--- src/hdl/c8alu_pkg.sv ---
`timescale 1ns / 1ps

package c8alu_pkg;

  // Operation codes; codes 19 to 31 act as a no-operation.
  typedef enum logic [4:0] {
    ACT_ADC    = 5'd0,
    ACT_SBC    = 5'd1,
    ACT_AND    = 5'd2,
    ACT_ORA    = 5'd3,
    ACT_EOR    = 5'd4,
    ACT_CMP    = 5'd5,
    ACT_ASL    = 5'd6,
    ACT_LSR    = 5'd7,
    ACT_ROL    = 5'd8,
    ACT_ROR    = 5'd9,
    ACT_INC    = 5'd10,
    ACT_DEC    = 5'd11,
    ACT_BIT    = 5'd12,
    ACT_BITIMM = 5'd13,
    ACT_TRB    = 5'd14,
    ACT_TSB    = 5'd15,
    ACT_LOAD   = 5'd16,
    ACT_RMB    = 5'd17,
    ACT_SMB    = 5'd18
  } action_e;

  // Status bit positions
  localparam int unsigned FLG_C = 0;
  localparam int unsigned FLG_Z = 1;
  localparam int unsigned FLG_D = 3;
  localparam int unsigned FLG_V = 6;
  localparam int unsigned FLG_N = 7;

  typedef struct packed {
    logic [4:0] action;
    logic [7:0] reg_value;
    logic [7:0] operand;
    logic [7:0] status_in;
    logic [2:0] bit_index;
  } c8alu_req_t;

  typedef struct packed {
    logic [7:0] result;
    logic [7:0] status_out;
  } c8alu_rsp_t;

endpackage

--- src/hdl/c8alu_core.sv ---
`timescale 1ns / 1ps

module c8alu_core (
  input  c8alu_pkg::c8alu_req_t req_i,
  output c8alu_pkg::c8alu_rsp_t rsp_o
);

  logic [7:0] a;
  logic [7:0] b;
  logic [7:0] p;
  logic       cin;
  logic       dec_mode;

  // add with carry
  logic [4:0] lo_sum;
  logic [4:0] lo_adj;
  logic [8:0] dsum;
  logic [8:0] bsum;
  logic [8:0] psum;
  logic [9:0] dsum_fix;
  logic       add_v;
  logic [7:0] add_res;
  logic       add_c;

  // subtract with borrow
  logic [9:0] diff;
  logic [5:0] lo_diff;
  logic [7:0] dres;
  logic       sub_v;
  logic [7:0] sub_res;

  logic [8:0] cmp_diff;
  logic [7:0] bit_mask;
  logic       and_zero;

  logic [7:0] res;
  logic [7:0] st;
  logic       nz_en;
  logic [7:0] nz_src;

  assign a        = req_i.reg_value;
  assign b        = req_i.operand;
  assign p        = req_i.status_in;
  assign cin      = p[c8alu_pkg::FLG_C];
  assign dec_mode = p[c8alu_pkg::FLG_D];

  assign lo_sum   = {1'b0, a[3:0]} + {1'b0, b[3:0]} + {4'b0, cin};
  assign lo_adj   = (lo_sum >= 5'd10) ? {1'b1, lo_sum[3:0] + 4'd6} : lo_sum;
  assign dsum     = {1'b0, a[7:4], 4'b0} + {1'b0, b[7:4], 4'b0} + {4'b0, lo_adj};
  assign bsum     = {1'b0, a} + {1'b0, b} + {8'b0, cin};
  assign psum     = dec_mode ? dsum : bsum;
  // V comes from the partial sum, before the high-digit adjust
  assign add_v    = ~(a[7] ^ b[7]) & (a[7] ^ psum[7]);
  assign dsum_fix = {1'b0, dsum} + ((dsum >= 9'h0a0) ? 10'h060 : 10'h000);
  assign add_res  = dec_mode ? dsum_fix[7:0] : bsum[7:0];
  assign add_c    = dec_mode ? (|dsum_fix[9:8]) : bsum[8];

  assign diff     = {2'b0, a} - {2'b0, b} - 10'd1 + {9'b0, cin};
  assign lo_diff  = {2'b0, a[3:0]} - {2'b0, b[3:0]} + {5'b0, cin} - 6'd1;
  assign sub_v    = (a[7] ^ b[7]) & (a[7] ^ diff[7]);
  assign dres     = diff[7:0] - (diff[9] ? 8'h60 : 8'h00) - (lo_diff[5] ? 8'h06 : 8'h00);
  assign sub_res  = dec_mode ? dres : diff[7:0];

  assign cmp_diff = {1'b0, a} - {1'b0, b};
  assign bit_mask = 8'b1 << req_i.bit_index;
  assign and_zero = ((a & b) == 8'h00);

  always_comb begin
    res    = a;
    st     = p;
    nz_en  = 1'b0;
    nz_src = 8'h00;
    unique case (req_i.action)
      c8alu_pkg::ACT_ADC: begin
        res                     = add_res;
        st[c8alu_pkg::FLG_V]    = add_v;
        st[c8alu_pkg::FLG_C]    = add_c;
        nz_en                   = 1'b1;
        nz_src                  = add_res;
      end
      c8alu_pkg::ACT_SBC: begin
        res                     = sub_res;
        st[c8alu_pkg::FLG_V]    = sub_v;
        st[c8alu_pkg::FLG_C]    = ~diff[9];
        nz_en                   = 1'b1;
        nz_src                  = sub_res;
      end
      c8alu_pkg::ACT_AND: begin
        res    = a & b;
        nz_en  = 1'b1;
        nz_src = a & b;
      end
      c8alu_pkg::ACT_ORA: begin
        res    = a | b;
        nz_en  = 1'b1;
        nz_src = a | b;
      end
      c8alu_pkg::ACT_EOR: begin
        res    = a ^ b;
        nz_en  = 1'b1;
        nz_src = a ^ b;
      end
      c8alu_pkg::ACT_CMP: begin
        st[c8alu_pkg::FLG_C] = ~cmp_diff[8];
        nz_en                = 1'b1;
        nz_src               = cmp_diff[7:0];
      end
      c8alu_pkg::ACT_ASL: begin
        res                  = {b[6:0], 1'b0};
        st[c8alu_pkg::FLG_C] = b[7];
        nz_en                = 1'b1;
        nz_src               = {b[6:0], 1'b0};
      end
      c8alu_pkg::ACT_LSR: begin
        res                  = {1'b0, b[7:1]};
        st[c8alu_pkg::FLG_C] = b[0];
        nz_en                = 1'b1;
        nz_src               = {1'b0, b[7:1]};
      end
      c8alu_pkg::ACT_ROL: begin
        res                  = {b[6:0], cin};
        st[c8alu_pkg::FLG_C] = b[7];
        nz_en                = 1'b1;
        nz_src               = {b[6:0], cin};
      end
      c8alu_pkg::ACT_ROR: begin
        res                  = {cin, b[7:1]};
        st[c8alu_pkg::FLG_C] = b[0];
        nz_en                = 1'b1;
        nz_src               = {cin, b[7:1]};
      end
      c8alu_pkg::ACT_INC: begin
        res    = b + 8'd1;
        nz_en  = 1'b1;
        nz_src = b + 8'd1;
      end
      c8alu_pkg::ACT_DEC: begin
        res    = b - 8'd1;
        nz_en  = 1'b1;
        nz_src = b - 8'd1;
      end
      c8alu_pkg::ACT_BIT: begin
        // N and V copy operand bits 7 and 6
        st[c8alu_pkg::FLG_N] = b[7];
        st[c8alu_pkg::FLG_V] = b[6];
        st[c8alu_pkg::FLG_Z] = and_zero;
      end
      c8alu_pkg::ACT_BITIMM: begin
        st[c8alu_pkg::FLG_Z] = and_zero;
      end
      c8alu_pkg::ACT_TRB: begin
        res                  = b & ~a;
        st[c8alu_pkg::FLG_Z] = and_zero;
      end
      c8alu_pkg::ACT_TSB: begin
        res                  = b | a;
        st[c8alu_pkg::FLG_Z] = and_zero;
      end
      c8alu_pkg::ACT_LOAD: begin
        res    = b;
        nz_en  = 1'b1;
        nz_src = b;
      end
      c8alu_pkg::ACT_RMB: begin
        res = b & ~bit_mask;
      end
      c8alu_pkg::ACT_SMB: begin
        res = b | bit_mask;
      end
      default: begin
        res = a;
      end
    endcase
    if (nz_en) begin
      st[c8alu_pkg::FLG_Z] = (nz_src == 8'h00);
      st[c8alu_pkg::FLG_N] = nz_src[7];
    end
  end

  assign rsp_o.result     = res;
  assign rsp_o.status_out = st;

endmodule

--- src/hdl/cpu8_alu_with_bcd_flags.sv ---
`timescale 1ns / 1ps
// A taken request goes through the input register, then the result register, where
// out_valid_o rises; the single-pass ALU logic sits between the two registers.
// Throughput: one request per cycle while the output side does not stall.
// Stall from the output side holds the result register; one more request is still taken
// into the input register while the result waits.
// Reset (rst_ni low, asynchronous) clears both valid flags; payload registers are not reset.
module cpu8_alu_with_bcd_flags (
  input  logic                  clk_i,
  input  logic                  rst_ni,
  input  logic                  in_valid_i,
  output logic                  in_stall_o,
  input  c8alu_pkg::c8alu_req_t in_data_i,
  output logic                  out_valid_o,
  input  logic                  out_stall_i,
  output c8alu_pkg::c8alu_rsp_t out_data_o
);

  logic                  req_valid_q;
  c8alu_pkg::c8alu_req_t req_q;
  logic                  rsp_valid_q;
  c8alu_pkg::c8alu_rsp_t rsp_q;
  c8alu_pkg::c8alu_rsp_t rsp_d;
  logic                  rsp_load;
  logic                  req_load;

  c8alu_core u_core (
    .req_i (req_q),
    .rsp_o (rsp_d)
  );

  // advance each stage when the one after it has room
  assign rsp_load   = ~rsp_valid_q | ~out_stall_i;
  assign req_load   = ~req_valid_q | rsp_load;
  assign in_stall_o = ~req_load;

  always_ff @(posedge clk_i or negedge rst_ni) begin
    if (!rst_ni) begin
      req_valid_q <= 1'b0;
      rsp_valid_q <= 1'b0;
    end else begin
      if (req_load) begin
        req_valid_q <= in_valid_i;
      end
      if (rsp_load) begin
        rsp_valid_q <= req_valid_q;
      end
    end
  end

  always_ff @(posedge clk_i) begin
    if (req_load && in_valid_i) begin
      req_q <= in_data_i;
    end
    if (rsp_load && req_valid_q) begin
      rsp_q <= rsp_d;
    end
  end

  assign out_valid_o = rsp_valid_q;
  assign out_data_o  = rsp_q;

endmodule

--- config.mk ---
export PLATFORM = sky130hd
export DESIGN_NAME = cpu8_alu_with_bcd_flags
export DESIGN_NICKNAME = d
export VERILOG_FILES = /design/src/hdl/c8alu_pkg.sv /design/src/hdl/c8alu_core.sv /design/src/hdl/cpu8_alu_with_bcd_flags.sv
export SDC_FILE = /design/constraint.sdc
export NUM_CORES = 1
export LEC_CHECK = 0
export ABC_AREA = 1
export BUFFER_PORTS_ARGS = -buffer_cell sky130_fd_sc_hd__clkbuf_2
export CAP_MARGIN = 20
export CORE_ASPECT_RATIO = 1.1
export CORE_MARGIN = 1
export CORE_UTILIZATION = 55
export CTS_BUF_LIST = sky130_fd_sc_hd__clkbuf_4
export DETAILED_ROUTE_END_ITERATION = 10
export GPL_ROUTABILITY_DRIVEN = 0
export PLACE_DENSITY = 0.74
export RECOVER_POWER = 25
export SETUP_SLACK_MARGIN = 0.4
export SLEW_MARGIN = 40
export SYNTH_ARGS = -nofsm -noshare
export SYNTH_HDL_FRONTEND = slang
export SYNTH_SLANG_ARGS = --single-unit
--- constraint.sdc ---
create_clock -name clk_i -period 6.5 [get_ports clk_i]
set_input_delay 0 -clock clk_i [delete_from_list [all_inputs] [get_ports clk_i]]
set_output_delay 0 -clock clk_i [all_outputs]
set_load 0.02 [all_outputs]
==> flow_metrics.tcl, run 1 <==
set metrics [dict create \
    tns_ns 0 \
    critPathLaunch "req_q[11]" \
    r2r_slack_ns 0.97 \
    rsz0062_at_grt "no" \
    setup_viol 0 \
    synth.avg_cell_area_sq_um 7.19 \
    power_density_nw_per_um2 194 \
    synth-warning-count 0 \
    hold_viol 0 \
    drc 0 \
    max_slew_margin_pct 54.1 \
    worst_slew_pin_slew_ns 0.686 \
    drt_iter0_drc 668 \
    p_int_mw 0.664 \
    grt_max_degree 33 \
    syn-cell-area_sq_um 5150 \
    clock-sinks 50 \
    critical_path_required_ns 6.67 \
    clk_pin_slew_ns 0.15 \
    cts-root-buf "clkbuf_4" \
    status "complete, no violations" \
    rows 36 \
    drive_gt1_share_pct 13.3 \
    fin_util_pct 66.6 \
    power.switching_mw 0.496 \
    core_sq_um 8960 \
    end_kind "flop" \
    synth.distinct_cells 51 \
    die-area_sq_um 9760 \
    globalRouteOverflowTotal 0 \
    synthFlopType "edfxtp_1" \
    r2r_cells 27 \
    ioPinCount 54 \
    fp.dieW_um 94.3 \
    area_delta_synth_final_pct 15.8 \
    critPathMaxFanout 7 \
    r2r_start "req_q[11]" \
    syn_inst 716 \
    routed_wl_um 17000 \
    diodes 0 \
    min_path_type "in2reg" \
    antenna_left 0 \
    finalMaxSlewViolations 0 \
    clockBufferDepth 2 \
    comb_power_share_pct 47.1 \
    final_nets 888 \
    grt_pass1_wl_um 26800 \
    p_seq_share_pct 36.8 \
    track_usage_pct 35.9 \
    p_leak_nw 2.80 \
    ir_drop_v 0.000190 \
    seqCellArea_sq_um 1490 \
    cts_tree "built" \
    die_h_um 104 \
    swShare_pct 42.8 \
    ys_ff_latch 50 \
    post_cts_resized 0 \
    cts_made_buffers 5 \
    vias 5600 \
    endpoint "out_data_o[14]" \
    skew_ns 0.0121 \
    vias_per_cell 6.10 \
    reg2reg_to "out_data_o[14]" \
    clock_latency_ns 0.40 \
    period_share_pct 85.1 \
    grt_pass1_vias 5425 \
    power_frac_clock_pct 16.1 \
    async_reset_ff_share_pct 4.00 \
    max_freq_ghz 0.181 \
    port-buffer-count 53 \
    drv_cap 0 \
    fillCellCount 758 \
    synth_edf_count 48 \
    start_kind "flop" \
    hold_path_depth 2 \
    cp.arrival_ns 5.70 \
    ys_seq_area_share_pct 29.0 \
    wl_per_cell_um 18.5 \
    antenna_found_initial 0 \
    dp_hpwl_um 12500 \
    post-route-min-period_ns 5.53 \
    synthesis.nets 801 \
    worstSetupPathType "reg2reg" \
    multi_input_area_sq_um 3170 \
    htreeDepth 2 \
    initial_core_util_pct 57.5 \
    firstDrtPassIters 7 \
]
==> layout make-up <==
type	instances	area share, %
Clock buffer	5	0.629
Clock inverter	3	0.713
Inverter	109	6.94
Multi-Input combinational cell	543	53.2
Sequential cell	50	25.0
Tap cell	114	2.39
Timing Repair Buffer	94	11.2
==> flip-flops by register name, indices dropped and copies added, names as in the netlist <==
register and cells:
out_valid_o 1, req_valid_q 1, out_data_o 16, req_q 32
==> stage by stage <==
stage | worst slack, ns | hold WS [ns] | cells | instance area, sq um | total power, mW
global route | 0.592 | 0.298 | 918 | 5970 | 1.23
floorplan | 1.54 | -0.296 | 716 | 5150 | 0.801
CTS | 0.880 | 0.294 | 915 | 5940 | 1.14
finish | 0.968 | 0.308 | 918 | 5970 | 1.16
detailed placement | 0.896 | -0.211 | 870 | 5490 | 0.940
global placement | 1.25 | -0.214 | 870 | 5490 | 0.918
==> cells in the mapped netlist (4+ instances only) <==
library cell / number / share of area [%]
nand2_1: 164 / 12
inv_1: 92 / 6.7
nor2_1: 69 / 5.0
nand3_1: 65 / 6.3
o21ai_0: 51 / 5.0
edfxtp_1: 48 / 28
ha_1: 41 / 10
nand4_1: 26 / 3.2
a21oi_1: 21 / 2.0
inv_2: 14 / 1.0
nor3_1: 14 / 1.4
fa_1: 8 / 3.1
buf_2: 7 / 0.68
o2111ai_1: 7 / 1.2
o211ai_1: 6 / 0.87
xor2_1: 6 / 1.0
a31oi_1: 5 / 0.61
nand3_2: 5 / 0.97
nor2_4: 5 / 1.1
o22ai_1: 5 / 0.61
buf_4: 4 / 0.58
nand2_2: 4 / 0.49
==> power by group through the flow <==
stage	clock network [mW]	registers (mW)	logic, mW
2_1_floorplan	0	0.437	0.364
3_3_place_gp	0	0.431	0.487
3_5_place_dp	0	0.433	0.508
4_1_cts	0.189	0.425	0.530
5_1_grt	0.198	0.429	0.604
6_report	0.187	0.427	0.546
==> cells by family (layout without fill, tap and decap cells) <==
kind of cell / after synthesis / in the layout / share of synthesized area, %
flops: 50 / 50 / 29.0
simple gates: 367 / 367 / 32.8
compound gates: 118 / 118 / 13.8
fa+ha+maj: 49 / 49 / 13.1
xor+xnor: 9 / 9 / 1.68
buf+inv: 123 / 211 / 9.69
==> what timing repair did <==
item,CTS,global route
setup endpoints to repair,0,1
hold endpoints to repair,36,0
hold buffers,37,0
buffers inserted,0,3
==> critical path, stage by stage (launching register included) <==
cell and delay (ns):
edfxtp_1 0.49, inv_1 0.20, fa_1 0.48, fa_1 0.41, nand2_1 0.08, nand2_1 0.11
ha_1 0.23, nand2_1 0.07, nand3_1 0.10, nand2_1 0.12, inv_1 0.09, fa_1 0.36
inv_1 0.06, ha_1 0.15, inv_1 0.05, fa_1 0.37, or2_2 0.29, nand2_1 0.12
o21ai_0 0.11, nand2_1 0.14, ha_1 0.22, fa_1 0.41, o21ai_0 0.15, a21oi_1 0.07
a21oi_1 0.21, nand2_1 0.08, o21ai_1 0.09, inv_1 0.06
==> cells in the final DEF (no fill, tap or decap), types with 3 or more instances in the layout <==
cell type and count:
ha_1 41, nand3_2 5, nor2_2 3, dlygate4sd3_1 37
nand2_1 164, inv_1 92, clkbuf_4 5, o21ai_0 51
nand3_1 65, edfxtp_1 48, a21oi_2 3, xor2_1 6
clkbuf_2 53, o211ai_1 6, a21oi_1 20, nand4_1 26
clkinv_1 3, o2111ai_1 7, o21ai_1 3, inv_2 14
nor3_1 14, fa_1 8, nor2_4 5, o22ai_1 5
nor2_1 69, a22oi_1 3, nor4_1 3, nand2_2 4
buf_4 4, a31oi_1 5
==> metal layers <==
| metal | part of all wire [%] | global-route usage [%] | routed length [um] |
|---|---|---|---|
| met5 | 0 | 0 | 0 |
| met4 | 5.0 | 18.9 | 856 |
| met3 | 9.8 | 7.93 | 1670 |
| met2 | 48 | 59.7 | 8100 |
| met1 | 37 | 42.4 | 6330 |
==> worst min-delay path by stage <==
stage / start / to
after floorplan: rst_ni / out_valid_o
after global placement: rst_ni / out_valid_o
after detailed placement: rst_ni / req_valid_q
after CTS: in_data_i[29] / req_q[29]
after global routing: in_data_i[18] / req_q[18]
final: in_data_i[18] / req_q[18]
Note: power is estimated with default switching activity, not from simulation.
==> run 2: changes to the inputs <==
==> constraint.sdc (replaced) <==
create_clock -name clk_i -period 5.7 [get_ports clk_i]
set_input_delay 0 -clock clk_i [delete_from_list [all_inputs] [get_ports clk_i]]
set_output_delay 0 -clock clk_i [all_outputs]
set_load 0.02 [all_outputs]
==> run 2 against run 1 <==
Net effect:
- count of clock-buffer cells in the layout did not move
- via count is 1.3% higher
- clock skew shrank 0.00081 ns
- utilization grew 0.63 points
- die area unchanged
- register-to-register slack lost 0.27 ns
- worst setup slack worse by 0.27 ns
- sequential power up 13%
- worst hold slack got worse by 0.0018 ns
- critical path type unchanged
- largest cell class unchanged
==> flow_metrics.tcl, run 2 (synthesis results as in run 1) <==
set metrics [dict create \
    initial_core_util_pct 57.5 \
    rsz0062_at_grt "no" \
    dp_hpwl_um 12600 \
    min_from "in_data_i[16]" \
    path_delay_family "adder cells" \
    skew_ns 0.0113 \
    reg2reg_to "out_data_o[0]" \
    cts-root-buf "clkbuf_4" \
    dpl_cell_area_sq_um 5510 \
    antenna_found_initial 0 \
    ir_drop_v 0.000178 \
    end_kind "flop" \
    tns_ns 0 \
    cts_tree "built" \
    finalMaxSlewViolations 0 \
    cp_cell_sequence "inv_2 > fa_2 > fa_2 > nand2_1 > nand2_2 > ha_2 > nand2_1 > nand3_1 > nand2_1 > inv_1 > fa_1 > inv_1 > ha_1 > inv_1 > fa_1 > inv_1 > o21ai_0 > nand2_1 > ha_2 > fa_1 > o21ai_0 > o211ai_1 > a311oi_1 > nand2_1" \
    area_delta_synth_final_pct 16.9 \
    min_path_type "in2reg" \
    drt_iter0_drc 694 \
    drive_gt1_share_pct 15.0 \
    cts_made_buffers 5 \
    critPathMaxFanout 7 \
    clk_pin_slew_ns 0.15 \
    track_usage_pct 35.2 \
    vias_per_cell 6.15 \
    drc 0 \
    firstDrtPassIters 8 \
    power_mw 1.33 \
    wl_per_cell_um 18.2 \
    power_density_nw_per_um2 221 \
    post-route-min-period_ns 5.00 \
    ioPinCount 54 \
    max_slew_margin_pct 51.7 \
    worst_slew_pin_slew_ns 0.721 \
    layout_common_cells "162 x nand2_1, 90 x inv_1, 69 x nor2_1, 65 x nand3_1, 53 x clkbuf_2" \
    core_sq_um 8960 \
    hold_viol 0 \
    final_common_cell "nand2_1" \
    antenna_left 0 \
    start_kind "flop" \
    globalRouteOverflowTotal 0 \
    grt_pass1_wl_um 26400 \
    hold_path_end "req_q[16]" \
    cp_common_cell "nand2_1" \
    clock_latency_ns 0.39 \
    r2r_cells 24 \
    rows 36 \
    cpPeakStageDelay_ns 0.48 \
    cp.arrival_ns 5.16 \
    p_leak_nw 2.82 \
    status "complete, no violations" \
    r2r_slack_ns 0.70 \
    grt_pass1_vias 5310 \
    fp.dieW_um 94.3 \
    period_share_pct 87.7 \
    clock-sinks 50 \
    max_freq_ghz 0.200 \
    critical_path_required_ns 5.86 \
    grt_max_degree 33 \
    top_register "req_q" \
    diodes 0 \
    final_nets 893 \
    critPathLaunch "req_q[11]" \
    port-buffer-count 53 \
    routed_wl_um 16800 \
    vias 5674 \
    largest_reg_flops 32 \
    crit_path_top_delay_cell "fa_1" \
    r2r_start "req_q[11]" \
    htreeDepth 2 \
    setup_viol 0 \
    worstSetupPathType "reg2reg" \
    drv_cap 0 \
    final_area_sq_um 6020 \
    die_h_um 104 \
    crit_buf_inv 5 \
    hold_path_depth 2 \
    clockBufferDepth 2 \
    die-area_sq_um 9760 \
]
==> run 2: cell types whose count changed in the layout (fill, tap and decap cells not counted) <==
cell,previous run,this run
ha_2,0,2
fa_1,8,6
nand2_1,164,162
o21ai_1,3,4
buf_4,4,9
inv_2,14,16
inv_1,92,90
fa_2,0,2
o21ai_0,51,50
a21oi_2,3,4
ha_1,41,39
nand2_2,4,6
a21oi_1,20,19
==> run 2: how the worst max path moves through the flow <==
| stage | to | depth (start not counted) |
|---|---|---|
| final | out_data_o[0] | 24 |
| after global routing | out_data_o[14] | 27 |
| after CTS | out_data_o[14] | 27 |
| after detailed placement | out_data_o[14] | 27 |
| after global placement | out_data_o[14] | 27 |
| after floorplan | out_data_o[14] | 25 |
==> run 2: layout make-up <==
type,count,area [sq um]
timing repair buffer,99,703
tap,114,143
multi-input combinational,543,3190
clock buffer,5,37.5
sequential,50,1490
clock inverter,3,42.5
fill,756,2940
inverter,109,414
==> run 2: repair_timing <==
item,4_1_cts,5_1_grt
gates resized for setup,1,9
hold buffers,37,0
setup endpoints to repair,1,5
setup buffers,0,6
hold endpoints to repair,36,0
pin swaps,0,3
==> run 2: metrics by stage <==
| step | hold WS [ns] | worst slack [ns] | cells | util (%) |
|---|---|---|---|---|
| after floorplan | -0.296 | 0.740 | 716 | - |
| after global placement | -0.214 | 0.668 | 872 | 61.4 |
| after detailed placement | -0.212 | 0.415 | 872 | 61.4 |
| after CTS | 0.299 | 0.438 | 917 | 66.5 |
| after global routing | 0.298 | 0.394 | 923 | 67.2 |
| final | 0.306 | 0.701 | 923 | 67.2 |
==> run 2: where the power goes <==
| group | internal (mW) | switching, mW |
|---|---|---|
| Sequential | 0.449 | 0.0328 |
| Combinational | 0.224 | 0.417 |
| Clock | 0.0926 | 0.119 |
| Total | 0.765 | 0.568 |
==> run 2: layer usage <==
layer  part of all wire [%]  track usage, %  routed length [um]
met5                      0               0                   0
met4                    6.2            20.0                1050
met3                     12            8.15                1990
met2                     45            55.1                7570
met1                     37            43.9                6230
